===== src/ctu_ram.sv =====
// ctu_ram: simple dual port ram, one write port, one read port, registered read
// no dependencies
`timescale 1ns / 1ps
module ctu_ram #(
  parameter int WIDTH = 8,
  parameter int DEPTH = 16
) (
  input  logic                     clk,
  input  logic                     we,
  input  logic [$clog2(DEPTH)-1:0] waddr,
  input  logic [WIDTH-1:0]         wdata,
  input  logic [$clog2(DEPTH)-1:0] raddr,
  output logic [WIDTH-1:0]         rdata
);
  logic [WIDTH-1:0] mem [DEPTH];

  always_ff @(posedge clk) begin
    if (we) begin
      mem[waddr] <= wdata;
    end
    rdata <= mem[raddr];
  end
endmodule


===== config.mk =====
export PLATFORM = sky130hd
export DESIGN_NAME = ctu_ram
export DESIGN_NICKNAME = d
export VERILOG_FILES = /design/src/ctu_ram.sv
export SDC_FILE = /design/constraint.sdc
export NUM_CORES = 1
export LEC_CHECK = 0
export BUFFER_PORTS_ARGS = -buffer_cell sky130_fd_sc_hd__buf_2
export CELL_PAD_IN_SITES_DETAIL_PLACEMENT = 0
export CELL_PAD_IN_SITES_GLOBAL_PLACEMENT = 2
export CORE_ASPECT_RATIO = 0.75
export CORE_UTILIZATION = 40
export CTS_CLUSTER_SIZE = 28
export DETAILED_ROUTE_END_ITERATION = 12
export PLACE_DENSITY = 0.68
export SETUP_SLACK_MARGIN = 0.3
export SLEW_MARGIN = 30
export SYNTH_ARGS = -nofsm -noshare
export SYNTH_HDL_FRONTEND = slang
export SYNTH_SLANG_ARGS = --single-unit

===== constraint.sdc =====
create_clock -name clk -period 4.6 [get_ports clk]
set_input_delay 1.38 -clock clk [delete_from_list [all_inputs] [get_ports clk]]
set_output_delay 1.38 -clock clk [all_outputs]
set_load 0.1 [all_outputs]

# Word-level counts from Yosys, hierarchy flattened
# Memories as Yosys holds them, arrays and structs flattened. A register that Yosys moved wholly into a read port is not among the register bits.
# Index checks and enable logic that the tools add are counted.
# classes
n_mux	2
# op_table
cell	count
$mux W1	2
# word_totals
ff_bits	0
ramBits	128
input_bits	18
elab_cells	3
memories	1
# memory_table
name	words	word_bits	read_ports	rd_ports_with_merged_regs	write_ports	line_no	text
mem	16	8	1	1	1	15	logic [WIDTH-1:0] mem [DEPTH];

# Depth between registers and ports, before layout
# Gate-level depths: netlist of the first run.
# logic_depth
ltp_word	2
ltp_mapped	5
depth_no_buf	3

# Worst setup path before layout of the first run
# Ideal clock, no wire load.
# synth_path
path_kind	input-to-reg
startpoint	input waddr[2]
endpoint	memory mem[0][0], enable pin
setup_time_ns	0.383
arrival_ns	2.490
path_slack_ns	1.727
path_stages	2
path_buffers	0
cell_sequence	or3b_2 -> nor3_1
# synth_rtl
element	line_no	text
start: declaration	10	input logic [$clog2(DEPTH)-1:0] waddr,
end: declaration	15	
# No word-level cell before the write port.

==> results of run 1 <==
==> critical path: cells and delay by family <==
family | cells | cell delay, ns
AOI/OAI and AO/OA | 1 | 0.26
and+or+nand+nor | 1 | 0.07
muxes | 1 | 0.61
buffers and inverters | 2 | 0.80
==> layout make-up <==
| type | count | area (sq um) |
|---|---|---|
| Fill cell | 1032 | 6370 |
| Timing Repair Buffer | 29 | 155 |
| Clock inverter | 15 | 166 |
| Sequential cell | 136 | 4000 |
| Tap cell | 166 | 208 |
| Multi-Input combinational cell | 83 | 1070 |
| Clock buffer | 17 | 425 |
==> per-stage QoR <==
step                       util  power [uW]
after global placement    0.438        1600
after CTS                 0.486        2940
after detailed placement  0.438        1600
final                     0.486        2920
after floorplan               -        1550
after global routing      0.486        3010
==> power by group through the flow <==
| stage | combinational, uW | clock (uW) | sequential (uW) |
|---|---|---|---|
| floorplan | 70.3 | 0 | 1480 |
| global placement | 179 | 0 | 1420 |
| detailed placement | 181 | 0 | 1420 |
| CTS | 182 | 1370 | 1390 |
| global route | 191 | 1420 | 1400 |
| finish | 179 | 1340 | 1390 |
==> metal layers <==
layer | vias up | routed length [um] | part of all wire
met4 | 0 | 142 | 0.015
met3 | 15 | 443 | 0.046
li1 | 1055 | - | -
met1 | 1208 | 4680 | 0.48
met5 | - | 0 | 0
met2 | 58 | 4460 | 0.46
==> flip-flops by register name, indices dropped and copies added, names as in the netlist <==
signal	count
mem	128
rdata	8
==> placed cells by master, fill, tap and decap left out <==
cell type	count
nor2b_1	1
clkbuf_16	17
nand3b_1	2
inv_8	1
mux4_2	18
and2b_1	1
buf_4	4
clkinv_4	2
inv_6	5
buf_2	25
nor3_2	1
edfxtp_1	128
bufinv_16	2
nand2b_1	2
nor2_2	2
mux4_1	14
and2_1	1
nand2_1	9
a22oi_1	16
clkinvlp_4	4
dfxtp_1	8
clkinv_1	1
nand3_1	1
nor2_1	11
or3b_2	1
nor3_1	3
==> final timing paths <==
path / from / to
worst max register to register: mem[1][2] / rdata[2]
worst min register to register: mem[8][1] / rdata[1]
worst max-delay path: raddr[0] / rdata[4]
worst min-delay path: mem[8][1] / rdata[1]
==> Yosys cell counts, types with 2 or more instances <==
master	n	area (sq um)
mux4_1	14	368
clkdlybuf4s25_2	3	30.0
dfxtp_1	8	160
buf_2	3	15.0
nand3b_1	2	15.0
buf_6	3	33.8
nor3_1	4	20.0
edfxtp_1	128	3840
nand2_1	9	33.8
mux4_2	18	405
a22oi_1	16	120
nor2_1	13	48.8
nand2b_1	2	12.5
==> kinds of logic after synthesis <==
group,share of synthesized area
buf+inv,0.0168
flops,0.778
simple gates,0.0318
mux,0.150
compound gates,0.0233
==> reports/qor.csv, run 1 <==
stage,metric,value,unit
finish,final_cells,446,
sta,setup_slack,1.74,ns
worst_setup_path,crit_arrival,3.15,ns
synthesis,avgSynthCellArea,22.5,sq um
finish,postLayoutCellArea,6030,sq um
placement,place_hpwl,6.11,mm
placement,place_congestion,0.684,
pwr,switching_power,671,uW
clock_tree,cts_sinks,136,
worst_setup_path,rrSetupSlack,3.22,ns
worst_setup_path,worst-path-max-fanout,20,
sta,period_minus_slack,2.86,ns
worst_setup_path,start_kind,input port,
grt,top_usage_layer,met2,
pwr,p_seq_frac,0.478,
synthesis,async_flop_share,0,
sta,tightest_slew,0.974,ns
clock_tree,clockBufferDepth,2,
grt,overflow,0,
route,routed-via-count,2336,
clock_tree,cts_made_buffers,17,
pwr,combPwrFrac,0.061,
synthesis,syn_nets,247,
pwr,internal_power,2240,uW
sta,fin_worst_skew,0.00716,ns
grt,grt_pass1_vias,2501,
pwr,pwr-share-clk,0.460,
sta,min_period_over_period,0.621,
worst_setup_path,crit_type,input port to flop,
run_status,outcome,completed,
grt,grt_use_met1,0.231,
route,final_antenna_net_count,0,
floorplanning,die_w,133,um
synthesis,ys.flop_type,edfxtp_1,
clock_tree,clkLatencyLatePin,0.41,ns
grt,grt_max_degree,33,
route,drt_iter0_drc,202,
pwr,ir_worst_vdd,0.311,mV
sta,holdWs,0.678,ns
worst_setup_path,cp_data_required_time,4.89,ns
clock_tree,clkSlewWorstSetupHoldPaths,0.06,ns
sta,setup_tns,0,ns
finish,drive_above_1_share,0.293,
floorplanning,core_area,12400,sq um
clock_tree,cts_root_buf,clkbuf_16,
sta,slew-limit-headroom,0.349,
finish,nets,285,
clock_tree,cts-hold-fix-buffers,0,
floorplanning,rows,35,
grt,grt_pass1_wl,15.2,mm
synthesis,synth-edff-count,128,
grt,met3_usage,0.0429,
synthesis,netlist_area,5150,sq um
worst_setup_path,worst_path_max_delay_cell,mux4_1,
clock_tree,cts_resized,0,
worst_setup_path,reg2regPathDepth,3,
sta,rsz0062_at_grt,no,
placement,dp_slack,1.24,ns
placement,post-place-cells,414,
job,cap_violations,0,
route,totalWireLength,9.73,mm
synthesis,synthCells,229,
sta,max_freq,0.350,GHz
clock_tree,htreeDepth,4,
synthesis,synth.distinct_cells,19,
clock_tree,cts_tree,done,
floorplanning,num_io_pins,26,
worst_hold_path,whs_path_depth,3,
floorplanning,fp.dieH,100,um
finish,num_antenna_cells,0,
floorplanning,die-area,13300,sq um
synthesis,ys_seq_area_frac,0.778,
synthesis,ys_ff_latch,136,
floorplanning,initial_utilization,0.415,
sta,setup_viol,0,
worst_hold_path,hp-class,flop to flop,
route,remaining_drc_errors,0,
sta,slew_violations,0,
route,avgViaCountPerCell,5.24,
synthesis,yosysWarningCount,0,
placement,placed_area,5430,sq um
grt,grt.met2_usage,0.239,
placement,portBuffers,25,
finish,syn2layout_area_growth,17.1,%
pwr,netSwitchingFraction,0.230,
worst_setup_path,crit_chain,buf_2 -> buf_4 -> mux4_1 -> a22oi_1 -> nand2_1,
pwr,powerDensity,484,nW/um^2
worst_setup_path,end_kind,flop,
clock_tree,cts_setup_buffers,0,
grt,antenna_found_initial,0,
sta,finalHoldViolations,0,
grt,track_usage,0.165,
route,drt-pass1-iter-count,5,
worst_setup_path,max_stage_delay,0.61,ns
route,wl_per_cell,21.8,um
pwr,p_leak,0.00199,uW
No activity file was read; power rests on OpenSTA's default activity.
==> run 2, diff against run 1 <==
==> constraint.sdc (replaced) <==
create_clock -name clk -period 2.9 [get_ports clk]
set_input_delay 0.87 -clock clk [delete_from_list [all_inputs] [get_ports clk]]
set_output_delay 0.87 -clock clk [all_outputs]
set_load 0.1 [all_outputs]
==> run 2 against run 1 <==
Compared with the run above: clock-buffer cell count unchanged; cell count rose by 3.6%; highest routed layer unchanged; first-iteration DRC count down 27%; critical endpoint is now rdata[5].
==> reports/qor.csv, run 2 (same netlist as run 1, synthesis figures left out) <==
stage,metric,value,unit,change
finish,num_antenna_cells,0,,unchanged
sta,max_freq,0.480,GHz,
route,avgViaCountPerCell,5.22,,-0.32%
finish,layout_common_cells,"edfxtp_1 (128), buf_2 (25), buf_4 (19)",,
placement,place_hpwl,6.10,mm,-0.31%
worst_setup_path,cp_data_required_time,2.03,ns,-2.86 ns
worst_hold_path,min_delay_worst_endpoint,rdata[2],,
sta,fin_worst_skew,0.00824,ns,+0.00108 ns
clock_tree,cts_root_buf,clkbuf_16,,
route,totalWireLength,9.69,mm,-0.37%
finish,largestRegisters,"mem x128, rdata x8",,
grt,grt_pass1_wl,14.7,mm,-3.5%
sta,slew-limit-headroom,0.514,,+0.166
clock_tree,cts_tree,done,,
worst_hold_path,hold_path.startpoint,mem[11][2],,
worst_setup_path,end_kind,output pin,,
floorplanning,core_area,12400,sq um,unchanged
pwr,powerDensity,781,nW/um^2,+61%
clock_tree,cts-hold-fix-buffers,0,,unchanged
finish,largest_reg_flops,128,,unchanged
finish,final_common_cell,edfxtp_1,,
clock_tree,cts_sinks,136,,unchanged
grt,overflow,0,,unchanged
floorplanning,num_io_pins,26,,unchanged
worst_setup_path,r2r_start,mem[8][4],,
sta,min_period_over_period,0.718,,
worst_setup_path,max_stage_delay,0.44,ns,-0.17 ns
clock_tree,cts_made_buffers,17,,unchanged
worst_setup_path,r2r-end,rdata[4],,
worst_setup_path,crit_type,flop to output pin,,
finish,top_register,mem,,
worst_setup_path,worst_path_max_delay_cell,buf_2,,
finish,syn2layout_area_growth,20.5,%,
worst_setup_path,crit_family,buffers and inverters,,
floorplanning,die_w,133,um,unchanged
worst_setup_path,crit_arrival,1.21,ns,-1.94 ns
finish,post-route-util,0.501,,+0.0144
placement,place_congestion,0.715,,+4.6%
job,cap_violations,0,,unchanged
floorplanning,initial_utilization,0.415,,unchanged
finish,drive_above_1_share,0.321,,+0.0281
finish,postLayoutCellArea,6200,sq um,+3.0%
clock_tree,cts_resized,0,,unchanged
finish,regArea,4000,sq um,unchanged
sta,tightest_slew,0.726,ns,-0.248 ns
worst_hold_path,whs_path_depth,3,,unchanged
route,drt-pass1-iter-count,4,,-1
floorplanning,rows,35,,unchanged
grt,grt_max_degree,33,,unchanged
clock_tree,clkSlewWorstSetupHoldPaths,0.06,ns,about the same
sta,setup_tns,0,ns,unchanged
placement,portBuffers,25,,unchanged
finish,nets,301,,+5.6%
route,final_antenna_net_count,0,,unchanged
route,routed-via-count,2412,,+3.3%
worst_setup_path,worst-path-max-fanout,1,,-95%
worst_hold_path,hp-class,flop to flop,,
worst_setup_path,reg2regPathDepth,3,,unchanged
clock_tree,clockBufferDepth,2,,unchanged
grt,grt_pass1_vias,2428,,-2.9%
sta,setup_viol,0,,unchanged
pwr,p_leak,0.00212,uW,+6.2%
floorplanning,die-area,13300,sq um,unchanged
worst_setup_path,rrSetupSlack,1.55,ns,-1.67 ns
sta,slew_violations,0,,unchanged
worst_setup_path,start_kind,flop,,
route,wl_per_cell,21.0,um,-3.8%
clock_tree,htreeDepth,4,,unchanged
grt,antenna_found_initial,0,,unchanged
sta,rsz0062_at_grt,no,,
finish,multi_input_area,1060,sq um,-0.94%
route,remaining_drc_errors,0,,unchanged
run_status,outcome,completed,,
floorplanning,fp.dieH,100,um,unchanged
finish,final_cells,462,,+3.6%
placement,post-place-cells,430,,+3.9%
pwr,ir_worst_vdd,0.452,mV,+45%
worst_setup_path,crit_chain,buf_2,,
route,drt_iter0_drc,148,,-27%
clock_tree,cts_setup_buffers,0,,unchanged
placement,placed_area,5560,sq um,+2.4%
sta,finalHoldViolations,0,,unchanged
worst_setup_path,critPathBufInv,1,,-1
clock_tree,clkLatencyLatePin,0.42,ns,about the same
sta,period_minus_slack,2.08,ns,
grt,track_usage,0.161,,-0.00395
finish,fill_cells,1019,,-1.3%
==> run 2: how the worst max path moves through the flow <==
stage | from | end | slack, ns | cells after the start
2_1_floorplan | waddr[2] | mem[0][0] | 0.54 | 2
5_1_grt | rdata[5] | rdata[5] | 0.79 | 1
3_5_place_dp | raddr[0] | rdata[4] | 0.55 | 5
6_report | rdata[5] | rdata[5] | 0.82 | 1
4_1_cts | rdata[5] | rdata[5] | 0.80 | 1
3_3_place_gp | raddr[0] | rdata[4] | 0.55 | 5
==> run 2: where the power goes <==
part,total [uW],switching (uW),leakage (uW),internal (uW)
logic,292,205,0.000581,87.4
registers,2210,12.8,0.00122,2200
clock network,2340,813,0.000312,1530
==> run 2: area by class of cell <==
class                   instances  share of cell area
flip-flops and latches        136               0.645
multi-input cells              83               0.170
clock buffers                  17              0.0686
repair buffers                 45              0.0464
clock inverters                15              0.0359
well taps                     166              0.0335
==> run 2: per-stage QoR <==
step                      total power [uW]  setup WS, ns  hold slack, ns
final                                 4840         0.818           0.676
after global routing                  4980         0.793           0.719
after CTS                             4890         0.805           0.681
after detailed placement              2550         0.552           0.667
after global placement                2540         0.550           0.652
after floorplan                       2460         0.537           0.629
==> run 2: routing by layer <==
| layer | track usage | share of wire | routed length [um] | vias to the layer above |
|---|---|---|---|---|
| met5 | 0 | 0 | 0 | - |
| met4 | 0.0743 | 0.017 | 162 | 0 |
| met3 | 0.0510 | 0.054 | 528 | 15 |
| met2 | 0.232 | 0.45 | 4330 | 66 |
| met1 | 0.223 | 0.48 | 4670 | 1243 |
| li1 | - | - | - | 1088 |
==> run 3, diff against run 2 <==
==> constraint.sdc (replaced) <==
create_clock -name clk -period 2.01 [get_ports clk]
set_input_delay 0.603 -clock clk [delete_from_list [all_inputs] [get_ports clk]]
set_output_delay 0.603 -clock clk [all_outputs]
set_load 0.1 [all_outputs]
==> run 3 against run 2 <==
Compared with the run above: cell count up 0.22%; critical path type unchanged; final area increased by 1.8%; clock-buffer cell count rose by 1; sequential power is 44% higher; global-route usage shrank 0.099 points; total power increased by 43%; largest cell class unchanged; largest power group unchanged.
==> reports/qor.csv, run 3 (same netlist as run 1, synthesis figures left out) <==
stage,metric,value,unit,change
run_status,outcome,completed,,
route,drt_iter0_drc,209,,+41%
grt,top_usage_layer,met1,,
job,cap_violations,0,,unchanged
finish,largest_reg_flops,128,,unchanged
grt,antenna_found_initial,0,,unchanged
sta,finalHoldViolations,0,,unchanged
clock_tree,cts_made_buffers,17,,unchanged
clock_tree,cts_resized,8,,+8
worst_setup_path,crit_type,flop to output pin,,
route,wl_per_cell,20.8,um,-0.66%
worst_setup_path,end_kind,output pin,,
floorplanning,core_area,12400,sq um,unchanged
clock_tree,cts_sinks,136,,unchanged
clock_tree,clkSlewWorstSetupHoldPaths,0.06,ns,about the same
finish,num_antenna_cells,0,,unchanged
pwr,powerDensity,1100,nW/um^2,+41%
floorplanning,rows,35,,unchanged
sta,slew-limit-headroom,0.456,,-0.0583
clock_tree,cts_setup_buffers,0,,unchanged
floorplanning,die_w,133,um,unchanged
route,totalWireLength,9.65,mm,-0.44%
sta,setup_tns,0,ns,unchanged
worst_setup_path,critPathBufInv,1,,unchanged
grt,overflow,0,,unchanged
floorplanning,die-area,13300,sq um,unchanged
placement,place_congestion,0.679,,-5.0%
pwr,ir_worst_vdd,0.569,mV,+26%
pwr,design_power_total,6940,uW,+43%
clock_tree,cts_root_buf,clkbuf_16,,
grt,met3_usage,0.0439,,-0.00707
finish,layout_common_cells,"edfxtp_1 (128), buf_4 (23), mux4_2 (18)",,
finish,drive_above_1_share,0.340,,+0.0191
sta,period_minus_slack,1.67,ns,
sta,max_freq,0.598,GHz,
grt,grt_pass1_vias,2443,,+0.62%
finish,final_common_cell,edfxtp_1,,
route,remaining_drc_errors,0,,unchanged
route,routed-via-count,2425,,+0.54%
floorplanning,initial_utilization,0.415,,unchanged
placement,placed_area,5660,sq um,+1.9%
grt,grt_max_degree,17,,-48%
grt,grt_use_met1,0.232,,+0.00829
grt,track_usage,0.160,,-0.000985
pwr,p_leak,0.00215,uW,+1.5%
floorplanning,fp.dieH,100,um,unchanged
worst_setup_path,crit_family,flip-flops,,
sta,setup_viol,0,,unchanged
sta,rsz0062_at_grt,no,,
placement,portBuffers,25,,unchanged
floorplanning,num_io_pins,26,,unchanged
finish,largestRegisters,"mem x128, rdata x8",,
route,avgViaCountPerCell,5.24,,+0.32%
clock_tree,htreeDepth,4,,unchanged
finish,final_cells,463,,+0.22%
clock_tree,cts-hold-fix-buffers,0,,unchanged
worst_setup_path,crit_chain,buf_4,,
placement,post-place-cells,431,,+0.23%
finish,postLayoutCellArea,6320,sq um,+1.8%
worst_setup_path,crit_arrival,1.07,ns,-0.14 ns
sta,min_period_over_period,0.832,,
clock_tree,clkLatencyLatePin,0.41,ns,about the same
grt,grt_pass1_wl,14.8,mm,+1.3%
finish,top_register,mem,,
worst_setup_path,start_kind,flop,,
placement,place_hpwl,6.14,mm,+0.70%
sta,slew_violations,0,,unchanged
worst_setup_path,max_stage_delay,0.36,ns,-0.08 ns
route,drt-pass1-iter-count,4,,unchanged
finish,syn2layout_area_growth,22.7,%,
finish,nets,302,,+0.33%
clock_tree,clockBufferDepth,2,,unchanged
worst_hold_path,hp-class,input port to flop,,
worst_setup_path,worst-path-max-fanout,1,,unchanged
sta,fin_worst_skew,0.00871,ns,+0.000470 ns
worst_setup_path,worst_path_max_delay_cell,dfxtp_1,,
clock_tree,cts_tree,done,,
route,final_antenna_net_count,0,,unchanged
worst_setup_path,cp_data_required_time,1.41,ns,-0.62 ns
grt,grt.met2_usage,0.232,,-0.000403
sta,tightest_slew,0.814,ns,+0.0885 ns
finish,post-route-util,0.510,,+0.00909
-- run 3: cell count changes in the layout (fill, tap and decap cells not counted), moves of 3 or more --
cell | before | now
nor3_1 | 4 | 0
nor2_2 | 0 | 3
inv_6 | 3 | 0
nor3_2 | 0 | 3
buf_12 | 1 | 6
buf_2 | 25 | 17
nor2_1 | 13 | 10
buf_4 | 19 | 23
-- run 3: routing by layer --
layer  wire [um]  share of wire
met1        4660           0.48
met2        4400           0.46
met3         525          0.054
met4          70         0.0073
met5           0              0
-- run 3: worst paths after layout --
check                                from         to  slack [ns]  cells after the start
worst max register to register  mem[9][2]   rdata[2]        0.67                      3
worst min register to register  mem[7][2]   rdata[2]        0.68                      3
worst max-delay path             rdata[7]   rdata[7]        0.34                      1
worst min-delay path             wdata[5]  mem[4][5]        0.58                      1
-- run 3: cell type report --
type | instances | area [sq um]
Clock buffer | 18 | 429
Timing Repair Buffer | 46 | 378
Tap cell | 166 | 208
Clock inverter | 14 | 205
Fill cell | 990 | 6080
Sequential cell | 136 | 4000
Multi-Input combinational cell | 83 | 1090
-- run 3: per-stage QoR --
step,setup WS [ns],hold slack (ns)
after CTS,0.323,0.569
after floorplan,0.271,0.629
after global routing,0.316,0.576
after detailed placement,-0.00177,0.664
after global placement,0.0314,0.657
final,0.338,0.576
-- run 3: power breakdown --
| group | internal [uW] | switching [uW] | leakage (uW) |
|---|---|---|---|
| Clock | 2190 | 1110 | 0.000305 |
| Combinational | 149 | 302 | 0.000619 |
| Sequential | 3170 | 19.1 | 0.00122 |
| Total | 5510 | 1430 | 0.00215 |
